--- src/vdt_pkg.sv ---
// vdt_pkg: shared constants, types and helper functions for the vertex dedup table.
// No dependencies.
package vdt_pkg;

   localparam int MAX_UNIQUE = 1024;
   localparam int ADDR_W     = $clog2(MAX_UNIQUE);
   localparam int COUNT_W    = $clog2(MAX_UNIQUE + 1);
   localparam int COORD_W    = 64;
   localparam int INDEX_W    = 10;

   localparam logic [COORD_W-1:0] EXP_MASK  = 64'h7FF0_0000_0000_0000;
   localparam logic [COORD_W-1:0] FRAC_MASK = 64'h000F_FFFF_FFFF_FFFF;
   localparam logic [COORD_W-1:0] MAG_MASK  = 64'h7FFF_FFFF_FFFF_FFFF;

   typedef struct packed {
      logic                   start_of_mesh;
      logic [COORD_W-1:0]     coord_x;
      logic [COORD_W-1:0]     coord_y;
      logic [COORD_W-1:0]     coord_z;
   } req_type;

   typedef struct packed {
      logic [INDEX_W-1:0] merged_index;
      logic               is_new;
      logic               table_full;
   } rsp_type;

   typedef enum logic [2:0] {
      ST_IDLE,
      ST_READ,
      ST_CMP,
      ST_DONE
   } state_type;

   // controller -> datapath
   typedef struct packed {
      logic load;      // capture request, clear count if start flag
      logic addr_zero; // scan address to 0
      logic addr_inc;  // advance scan address
      logic emit_hit;  // result: matched entry
      logic emit_new;  // result: insert at count
      logic emit_full; // result: table full
      logic write;     // write stores at count
   } ctl_type;

   // datapath -> controller
   typedef struct packed {
      logic scan_end;  // scan address reached count
      logic match;     // registered read data matches
      logic full;      // count at capacity
   } sts_type;

   function automatic logic is_nan(input logic [COORD_W-1:0] a);
      return ((a & EXP_MASK) == EXP_MASK) && ((a & FRAC_MASK) != '0);
   endfunction

   function automatic logic coord_eq(input logic [COORD_W-1:0] a,
                                     input logic [COORD_W-1:0] b);
      if (is_nan(a) || is_nan(b)) return 1'b0;
      if (((a & MAG_MASK) == '0) && ((b & MAG_MASK) == '0)) return 1'b1;
      return a == b;
   endfunction

endpackage

--- src/vdt_ctrl.sv ---
// vdt_ctrl: sequencer for scan, insert and response handshake.
// Depends on vdt_pkg.
module vdt_ctrl (
   input  logic             clock,
   input  logic             reset,
   input  logic             req_valid,
   output logic             req_ready,
   output logic             rsp_valid,
   input  logic             rsp_ready,
   input  vdt_pkg::sts_type sts,
   output vdt_pkg::ctl_type ctl
);
   import vdt_pkg::*;

   state_type state_ff, state_in;

   always_ff @(posedge clock) begin
      if (reset) state_ff <= ST_IDLE;
      else       state_ff <= state_in;
   end

   // Scan: READ issues address a (scan -> a+1), CMP checks data of a.
   always_comb begin
      state_in  = state_ff;
      ctl       = '0;
      req_ready = 1'b0;
      rsp_valid = 1'b0;
      case (state_ff)
         ST_IDLE: begin
            req_ready = 1'b1;
            if (req_valid) begin
               ctl.load      = 1'b1;
               ctl.addr_zero = 1'b1;
               state_in      = ST_READ;
            end
         end
         ST_READ: begin
            if (sts.scan_end) begin
               if (sts.full) ctl.emit_full = 1'b1;
               else          ctl.write     = 1'b1;
               if (!sts.full) ctl.emit_new = 1'b1;
               state_in = ST_DONE;
            end else begin
               ctl.addr_inc = 1'b1;
               state_in     = ST_CMP;
            end
         end
         ST_CMP: begin
            if (sts.match) begin
               ctl.emit_hit = 1'b1;
               state_in     = ST_DONE;
            end else begin
               state_in = ST_READ;
            end
         end
         ST_DONE: begin
            rsp_valid = 1'b1;
            if (rsp_ready) state_in = ST_IDLE;
         end
         default:   state_in = ST_IDLE;
      endcase
   end
endmodule

--- config.mk ---
export PLATFORM = sky130hd
export DESIGN_NAME = vdt_ctrl
export DESIGN_NICKNAME = d
export VERILOG_FILES = /design/src/vdt_pkg.sv /design/src/vdt_ctrl.sv
export SDC_FILE = /design/constraint.sdc
export NUM_CORES = 1
export LEC_CHECK = 0
export ABC_AREA = 1
export BUFFER_PORTS_ARGS = -buffer_cell sky130_fd_sc_hd__buf_4
export CAP_MARGIN = 5
export CORE_AREA = 3 3 40 42
export DETAILED_ROUTE_END_ITERATION = 12
export DIE_AREA = 0 0 43 45
export PLACE_DENSITY = 0.45
export SYNTH_ARGS = -nofsm -noshare
export SYNTH_HDL_FRONTEND = slang
export SYNTH_SLANG_ARGS = --single-unit
--- constraint.sdc ---
create_clock -name clock -period 2.4 [get_ports clock]
set_input_delay 0.12 -clock clock [delete_from_list [all_inputs] [get_ports clock]]
set_output_delay 0.12 -clock clock [all_outputs]
set_load 0.05 [all_outputs]
==> impl_metrics.env, run 1 <==
export IMPL_detailedPlacementHpwl_um=362
export IMPL_required_ps=2280
export IMPL_dp_cells=56
export IMPL_setup_violations=0
export IMPL_ant_diodes=0
export IMPL_status="finished clean"
export IMPL_synth_warnings=0
export IMPL_design_power_total_uw=199
export IMPL_maxSlewViolCount=0
export IMPL_post_drt_wl_per_cell_um=7.56
export IMPL_number_of_global_route_vias_before_repair=183
export IMPL_sequentialPowerShare=0.215
export IMPL_initial_core_util=0.122
export IMPL_post_synth_top_area_cell="sky130_fd_sc_hd__dfxtp_1"
export IMPL_holdCritPathClass="in2reg"
export IMPL_floorplan_die_area_sq_um=1940
export IMPL_root_buffer_cell="sky130_fd_sc_hd__clkbuf_4"
export IMPL_first_iter_violations=6
export IMPL_vdd_drop_max_v=0.000158
export IMPL_fin_nets=53
export IMPL_final_hold_slack_ps=140
export IMPL_final_hold_viol_count=0
export IMPL_overall_die_height_um=45
export IMPL_fin_tns_setup_ps=0
export IMPL_syn_inst=28
export IMPL_num_fill_cells=156
export IMPL_clockPowerShare=0.365
export IMPL_slew_headroom=0.818
export IMPL_fraction_of_post_synthesis_cell_area_in_the_top_cell_type_by_area=0.256
export IMPL_pwr_share_comb=0.420
export IMPL_std_cell_rows=13
export IMPL_crit_path_cell_trace="nor3b_1, buf_4"
export IMPL_synthesis_nets=35
export IMPL_synthesis_area_sq_um=156
export IMPL_antenna_found_initial=0
export IMPL_tritoncts="built"
export IMPL_cts_max_path_buffers=2
export IMPL_first_pass_grt_wire_length_um=690
export IMPL_crit_path_largest_cell_delay_ps=350
export IMPL_final_core_util=0.230
export IMPL_clock_skew_ps=0.0706
export IMPL_synth_area_top_cells="sky130_fd_sc_hd__dfxtp_1 26%, sky130_fd_sc_hd__inv_1 17%, sky130_fd_sc_hd__nand3_1 16%, sky130_fd_sc_hd__nand2_1 12%, sky130_fd_sc_hd__buf_4 9.6%"
export IMPL_seq_area_frac_synth=0.256
export IMPL_cell_internal_pwr_uw=119
export IMPL_synth_cell_type_count=9
export IMPL_largest_register_ffs=2
export IMPL_finalNonFillerCells=59
export IMPL_cellPowerDensity_nw_per_um2=674
export IMPL_critical_path_top_delay_family="flip-flops"
export IMPL_cp_arrival_ps=1130
export IMPL_end_kind="primary output"
export IMPL_worstSkewPairLatency_ps=220
export IMPL_cpMaxStageDelayCell="sky130_fd_sc_hd__dfxtp_1"
export IMPL_num_io_pins=16
export IMPL_cts_clk_slew_worst_paths_ps=30
export IMPL_routabilityCongestion=0.681
export IMPL_critical_path_startpoint_type="register"
export IMPL_setup_worst_path_class="reg2out"
export IMPL_wl_met1_um=188
export IMPL_fin_crit_ps=1250
export IMPL_highest_signal_layer="met3"
export IMPL_post_cts_repair_setup_buffers=0
export IMPL_cts_hold_fix_buffers=0
export IMPL_fmax_mhz=801
export IMPL_place_port_buffers=15
export IMPL_layout_top_registers="state_ff (2)"
export IMPL_aggregate_routed_wire_length_um=446
export IMPL_leakagePower_nw=0.187
export IMPL_cap_viol_max_count=0
export IMPL_post_cts_resized=0
export IMPL_worst_path_max_fanout=7
export IMPL_met3_wirelength_um=63
export IMPL_globalRouteOverflowTotal=0
export IMPL_vias_per_cell=3.44
export IMPL_num_vias=203
export IMPL_drive_gt1_frac=0.432
export IMPL_top_register="state_ff"
export IMPL_core_area_sq_um=1280
export IMPL_power_switching_uw=79.8
export IMPL_final_setup_worst_slack_ps=1150
export IMPL_cts_made_buffers=3
export IMPL_cts_sink_count=2
export IMPL_timing_critical_path_buf_inv=1
export IMPL_pre_cts_slack_ps=1370
export IMPL_sw_frac_of_total=0.401
export IMPL_chipWidth_um=43
export IMPL_areaGrowthSynthToFinish_pct=88.8
export IMPL_worst_pin_slew_ps=273
export IMPL_grt_start_max_net_pins=8
export IMPL_track_usage=0.0532
export IMPL_detailed_place_area_sq_um=273
export IMPL_cts_max_level=1
export IMPL_setup_repair_after_global_routing_missed_its_margin="false"
export IMPL_timing_final_crit_share=0.520
export IMPL_syn_avg_cell_area_sq_um=5.59
export IMPL_drc=0
export IMPL_drt_pass1_iterations=4
export IMPL_wl_met2_um=194
export IMPL_remaining_antenna_violation_count_after_routing=0
export IMPL_finalInstanceArea_sq_um=295
export IMPL_synth_seq_cells=2
layout by cell type (no fill, tap or decap):
master,n
sky130_fd_sc_hd__buf_4,15
sky130_fd_sc_hd__clkbuf_4,3
sky130_fd_sc_hd__dfxtp_1,2
sky130_fd_sc_hd__inv_1,7
sky130_fd_sc_hd__inv_2,1
sky130_fd_sc_hd__nand2_1,5
sky130_fd_sc_hd__nand3_1,5
sky130_fd_sc_hd__nor2_1,4
sky130_fd_sc_hd__nor3b_1,1
sky130_fd_sc_hd__o21ai_0,1
cell usage after synthesis (all sizes together):
master	count
nand3	5
nor3b	1
nor2	4
o21ai	1
buf	2
nand2	5
inv	8
dfxtp	2
final cells by class:
class                   instances  area (sq um)  share of cell area
clock buffers                   3          22.5              0.0763
inverters                       8          30.0               0.102
multi-input cells              16          71.3               0.242
flip-flops and latches          2          40.0               0.136
well taps                      15          18.8              0.0636
repair buffers                 15           113               0.381
worst paths after layout:
check	depth (start not counted)	from	slack [ps]	to
worst max register to register	5	state_ff[0]	1530	state_ff[0]
worst max-delay path	2	state_ff[0]	1150	ctl[5]
worst min-delay path	4	reset	140	state_ff[0]
worst min register to register	4	state_ff[1]	680	state_ff[1]
power groups by stage:
stage | registers (mW) | clock network [mW] | logic (mW)
2_1_floorplan | 0.0421 | 0 | 0.0604
3_5_place_dp | 0.0432 | 0 | 0.0845
5_1_grt | 0.0437 | 0.0845 | 0.0888
4_1_cts | 0.0427 | 0.0787 | 0.0846
6_report | 0.0428 | 0.0727 | 0.0837
3_3_place_gp | 0.0430 | 0 | 0.0849
cells by family after synthesis:
kind of cell,synth area share
buf+inv,0.288
flops,0.256
compound gates,0.0320
simple gates,0.424
metal layers:
| metal | global-route usage | vias to the layer above |
|---|---|---|
| li1 | - | 113 |
| met1 | 0.0552 | 81 |
| met2 | 0.0629 | 9 |
| met3 | 0.0438 | 0 |
| met4 | 0.0542 | 0 |
| met5 | 0 | - |
worst register-to-register path: cells and delay by family (launching register included):
| kind | cells | cell delay [ps] |
|---|---|---|
| flops | 1 | 420 |
| simple gates | 2 | 150 |
| buf+inv | 2 | 110 |
| compound gates | 1 | 80 |
Power figures use the tool's default switching activity.
==> run 2: changes to the inputs <==
ABC_AREA = 0   (was 1)
PLACE_DENSITY = 0.47   (was 0.45)
clock period = 1.09 ns   (was 2.4 ns; I/O delays follow)
==> impl_metrics.env, run 2 <==
export IMPL_routabilityCongestion=0.592
export IMPL_vdd_drop_max_v=0.000481
export IMPL_worstSkewPairLatency_ps=230
export IMPL_holdCritPathClass="in2reg"
export IMPL_synth_cell_type_count=16
export IMPL_first_iter_violations=4
export IMPL_slew_headroom=0.857
export IMPL_aggregate_routed_wire_length_um=524
export IMPL_required_ps=1040
export IMPL_post_synth_most_frequent_cells="3 x sky130_fd_sc_hd__nor2_1, 2 x sky130_fd_sc_hd__buf_4, 2 x sky130_fd_sc_hd__dfxtp_1, 2 x sky130_fd_sc_hd__nand2_1"
export IMPL_cellPowerDensity_nw_per_um2=1240
export IMPL_cts_sink_count=2
export IMPL_final_hold_viol_count=0
export IMPL_critical_path_startpoint_type="register"
export IMPL_fraction_of_post_synthesis_cell_area_in_the_top_cell_type_by_area=0.244
export IMPL_synth_seq_cells=2
export IMPL_tritoncts="built"
export IMPL_ys_flop_type="sky130_fd_sc_hd__dfxtp_1"
export IMPL_worst_pin_slew_ps=213
export IMPL_number_of_enable_type_register_cells_in_the_synthesized_netlist=0
export IMPL_violations="setup timing"
export IMPL_chipWidth_um=43
export IMPL_post_synth_top_area_cell="sky130_fd_sc_hd__dfxtp_1"
export IMPL_timing_final_crit_share=1.05
export IMPL_cts_clk_slew_worst_paths_ps=30
export IMPL_areaGrowthSynthToFinish_pct=152
export IMPL_synth_warnings=0
export IMPL_std_cell_rows=13
export IMPL_remaining_antenna_violation_count_after_routing=0
export IMPL_globalRouteMet1Util=0.0695
export IMPL_overall_die_height_um=45
export IMPL_num_vias=222
export IMPL_setup_worst_path_class="reg2out"
export IMPL_fin_tns_setup_ps=-161
export IMPL_synthesis_area_sq_um=164
export IMPL_grt_use_met3=0.0677
export IMPL_layout_top_registers="state_ff (2)"
export IMPL_first_pass_grt_wire_length_um=931
export IMPL_setup_repair_after_global_routing_missed_its_margin="true"
export IMPL_drc=0
export IMPL_cell_internal_pwr_uw=319
export IMPL_core_area_sq_um=1280
export IMPL_busiest_layer="met2"
export IMPL_top_register="state_ff"
export IMPL_final_cell_mix="11 x sky130_fd_sc_hd__buf_4, 7 x sky130_fd_sc_hd__buf_6, 3 x sky130_fd_sc_hd__nand2_2, 3 x sky130_fd_sc_hd__clkbuf_4"
export IMPL_r2r_start="state_ff[1]"
export IMPL_synth_area_top_cells="sky130_fd_sc_hd__dfxtp_1 24%, sky130_fd_sc_hd__buf_4 9.2%, sky130_fd_sc_hd__nor2b_4 8.4%, sky130_fd_sc_hd__buf_6 6.9%, sky130_fd_sc_hd__nor2_1 6.9%"
export IMPL_async_set_reset_flop_share_out_of_synthesis=0
export IMPL_ant_diodes=0
export IMPL_final_setup_worst_slack_ps=-55.4
export IMPL_drive_gt1_frac=0.810
export IMPL_clockPowerShare=0.321
export IMPL_hold_path_startpoint="rsp_ready"
export IMPL_track_usage=0.0690
export IMPL_cts_max_level=1
export IMPL_cts_max_path_buffers=2
export IMPL_fmax_mhz=873
export IMPL_mostFrequentLayoutCell="sky130_fd_sc_hd__buf_4"
export IMPL_maxSlewViolCount=0
export IMPL_number_of_global_route_vias_before_repair=229
export IMPL_post_drt_wl_per_cell_um=9.19
export IMPL_fin_nets=51
export IMPL_largest_register_ffs=2
export IMPL_end_kind="primary output"
export IMPL_synthesis_nets=28
export IMPL_fin_crit_ps=1150
export IMPL_detailedPlacementHpwl_um=399
export IMPL_gr_usage_met2=0.0928
export IMPL_floorplan_die_area_sq_um=1940
export IMPL_grt_start_max_net_pins=8
export IMPL_vias_per_cell=3.89
export IMPL_leakagePower_nw=0.192
export IMPL_pre_cts_slack_ps=21.0
export IMPL_pwr_share_comb=0.488
export IMPL_place_port_buffers=15
export IMPL_num_fill_cells=142
export IMPL_num_io_pins=16
export IMPL_cap_viol_max_count=0
export IMPL_clock_skew_ps=5.17
export IMPL_status="finished, violations left"
export IMPL_crit_path_start="state_ff[0]"
export IMPL_syn_avg_cell_area_sq_um=7.81
export IMPL_worst_path_max_fanout=5
export IMPL_drt_pass1_iterations=3
export IMPL_design_power_total_uw=513
export IMPL_cp_arrival_ps=1090
export IMPL_sequentialPowerShare=0.191
export IMPL_cts_made_buffers=3
export IMPL_power_switching_uw=194
export IMPL_setup_violations=5
export IMPL_initial_core_util=0.128
export IMPL_sw_frac_of_total=0.378
export IMPL_globalRouteOverflowTotal=0
export IMPL_root_buffer_cell="sky130_fd_sc_hd__clkbuf_4"
export IMPL_syn_inst=21
export IMPL_antenna_found_initial=0
export IMPL_post_synth_top_count_cell="sky130_fd_sc_hd__nor2_1"
export IMPL_seq_area_frac_synth=0.244
[run 2: final timing paths]
| kind | slack, ps | end | cells past startpoint |
|---|---|---|---|
| worst min-delay path | 40 | state_ff[1] | 2 |
| worst min register to register | 490 | state_ff[0] | 1 |
| worst max register to register | 20 | state_ff[0] | 5 |
| worst max-delay path | -60 | ctl[1] | 3 |
[run 2: logic make-up after synthesis]
| logic type | after synthesis | share of synthesized area |
|---|---|---|
| DFF | 2 | 0.244 |
| buffers and inverters | 3 | 0.160 |
| and+or+nand+nor | 12 | 0.435 |
| AOI/OAI and AO/OA | 4 | 0.160 |
[run 2: worst max-delay path, cell delays in order (launching register included)]
cell	delay [ps]
sky130_fd_sc_hd__dfxtp_4	370
sky130_fd_sc_hd__nor2b_4	160
sky130_fd_sc_hd__and3_1	180
sky130_fd_sc_hd__buf_6	160
[run 2: layout make-up]
cell class | count | area (sq um) | area share
clock buffers | 3 | 22.5 | 0.0545
multi-input cells | 16 | 123 | 0.297
repair buffers | 21 | 201 | 0.488
flip-flops and latches | 2 | 47.5 | 0.115
well taps | 15 | 18.8 | 0.0455
[run 2: power by group through the flow]
stage	Sequential [mW]	Combinational (mW)	Clock [mW]
after CTS	0.0990	0.222	0.170
after global routing	0.0998	0.266	0.187
after detailed placement	0.0997	0.209	0
after global placement	0.0988	0.210	0
final	0.0981	0.251	0.165
after floorplan	0.0926	0.159	0
[run 2: metal layers]
layer	routed length, um	vias to the layer above	share of wire
met3	97	0	0.19
met5	0	-	0
met4	0	0	0
met2	241	17	0.46
met1	185	93	0.35
li1	-	112	-
[run 2: timing repair]
item | CTS | global route
hold buffers | 1 | 0
resized for setup | 10 | 6
endpoints found under the hold margin | 2 | 0
setup endpoints to repair | 8 | 8
pin swaps | 2 | 3
buffers inserted | 0 | 2
[run 2: through the flow]
step	cell area (sq um)	util	std cells	hold WS, ps
floorplan	196	-	21	120
global placement	313	0.243	51	219
detailed placement	313	0.243	51	221
CTS	377	0.293	55	33.7
global route	413	0.321	57	32.8
finish	413	0.321	57	40.3
==> run 3: changes to the inputs <==
CTS_BUF_LIST = sky130_fd_sc_hd__clkbuf_16   (was not set)
==> impl_metrics.env, run 3 (same netlist as run 2, synthesis figures left out) <==
export IMPL_status="finished, violations left"
export IMPL_violations="setup timing"
export IMPL_ff2ff_setup_slack_ps=90
export IMPL_first_iter_violations=0
export IMPL_clock_skew_ps=1.38
export IMPL_vdd_drop_max_v=0.000664
export IMPL_chipWidth_um=43
export IMPL_setup_violations=4
export IMPL_crit_reg2reg_capture="state_ff[0]"
export IMPL_fmax_mhz=876
export IMPL_cts_made_buffers=3
export IMPL_routabilityCongestion=0.592
export IMPL_slew_headroom=0.871
export IMPL_timing_reg2reg_worst_path_depth=5
export IMPL_first_pass_grt_wire_length_um=910
export IMPL_layout_top_registers="state_ff (2)"
export IMPL_largest_register_ffs=2
export IMPL_cts_max_path_buffers=2
export IMPL_root_buffer_cell="sky130_fd_sc_hd__clkbuf_16"
export IMPL_drive_gt1_frac=0.805
export IMPL_end_kind="primary output"
export IMPL_grt_start_max_net_pins=7
export IMPL_required_ps=1040
export IMPL_cp_arrival_ps=1090
export IMPL_holdCritPathClass="in2reg"
export IMPL_leakagePower_nw=0.212
export IMPL_final_hold_viol_count=0
export IMPL_ant_diodes=0
export IMPL_maxSlewViolCount=0
export IMPL_cts_clk_slew_worst_paths_ps=30
export IMPL_aggregate_routed_wire_length_um=500
export IMPL_place_port_buffers=15
export IMPL_num_io_pins=16
export IMPL_final_hold_slack_ps=47.9
export IMPL_design_power_total_uw=884
export IMPL_pre_cts_slack_ps=21.0
export IMPL_cts_max_level=1
export IMPL_worstSkewPairLatency_ps=220
export IMPL_mostFrequentLayoutCell="sky130_fd_sc_hd__buf_4"
export IMPL_cellPowerDensity_nw_per_um2=1910
export IMPL_setup_worst_path_class="reg2out"
export IMPL_setup_repair_after_global_routing_missed_its_margin="true"
export IMPL_final_setup_worst_slack_ps=-51.4
export IMPL_top_register="state_ff"
export IMPL_num_vias=211
export IMPL_worst_pin_slew_ps=192
export IMPL_post_drt_wl_per_cell_um=8.93
export IMPL_num_fill_cells=135
export IMPL_number_of_global_route_vias_before_repair=225
export IMPL_core_area_sq_um=1280
export IMPL_floorplan_die_area_sq_um=1940
export IMPL_drc=0
export IMPL_cts_sink_count=2
export IMPL_antenna_found_initial=0
export IMPL_track_usage=0.0648
export IMPL_cap_viol_max_count=0
export IMPL_final_cell_mix="10 x sky130_fd_sc_hd__buf_4, 6 x sky130_fd_sc_hd__buf_6, 3 x sky130_fd_sc_hd__nand2_2, 3 x sky130_fd_sc_hd__clkbuf_16, 3 x sky130_fd_sc_hd__buf_8"
export IMPL_globalRouteOverflowTotal=0
export IMPL_tritoncts="built"
export IMPL_fin_crit_ps=1140
export IMPL_initial_core_util=0.128
export IMPL_drt_pass1_iterations=1
export IMPL_worst_path_max_fanout=5
export IMPL_critical_path_startpoint_type="register"
export IMPL_r2r_start="state_ff[1]"
export IMPL_remaining_antenna_violation_count_after_routing=0
export IMPL_detailedPlacementHpwl_um=399
export IMPL_multiInputGateArea_sq_um=124
export IMPL_areaGrowthSynthToFinish_pct=182
export IMPL_fin_nets=50
export IMPL_hold_path_startpoint="rsp_ready"
export IMPL_sequential_cell_area_sq_um=47.5
export IMPL_overall_die_height_um=45
export IMPL_fin_tns_setup_ps=-138
export IMPL_timing_final_crit_share=1.05
export IMPL_vias_per_cell=3.77
export IMPL_whs_endpoint="state_ff[1]"
export IMPL_min_delay_path_depth=2
export IMPL_std_cell_rows=13
[run 3: worst max path at each step]
stage | depth (start not counted) | from | to
3_3_place_gp | 3 | state_ff[1] | rsp_valid
6_report | 3 | state_ff[0] | ctl[1]
4_1_cts | 3 | state_ff[0] | ctl[1]
2_1_floorplan | 4 | state_ff[1] | ctl[6]
5_1_grt | 4 | state_ff[0] | ctl[0]
3_5_place_dp | 4 | state_ff[1] | ctl[3]
[run 3: worst max-delay path, stage by stage (launching register included)]
cell	delay, ps
sky130_fd_sc_hd__dfxtp_4	370
sky130_fd_sc_hd__nor2b_4	160
sky130_fd_sc_hd__and3_1	180
sky130_fd_sc_hd__buf_6	160
[run 3: layout make-up]
type,instances,area share
Sequential cell,2,0.103
Clock buffer,3,0.162
Tap cell,15,0.0405
Multi-Input combinational cell,16,0.268
Timing Repair Buffer,20,0.427
[run 3: metrics by stage]
stage	instances	instance area, sq um	utilization
after CTS	56	440	0.343
final	56	463	0.360
after detailed placement	51	313	0.243
after global routing	56	463	0.360
after floorplan	21	196	-
after global placement	51	313	0.243
[run 3: report_power, final]
part / internal [mW] / switching, mW / leakage, nW
registers: 0.0821 / 0.0167 / 0.0178
clock network: 0.466 / 0.0738 / 0.0370
logic: 0.112 / 0.134 / 0.158
[run 3: per-layer routing]
layer,global-route usage,part of all wire
met3,0.0558,0.20
met2,0.0958,0.41
met1,0.0694,0.39
met4,0.0181,0
met5,0,0
[run 3: repair_timing]
item / 4_1_cts / 5_1_grt
pin swaps: 2 / 4
gates cloned: 0 / 0
endpoints found under the hold margin: 1 / 0
endpoints found under the setup margin: 8 / 8
resized for setup: 11 / 7
setup buffers: 1 / 0
hold buffers: 1 / 0
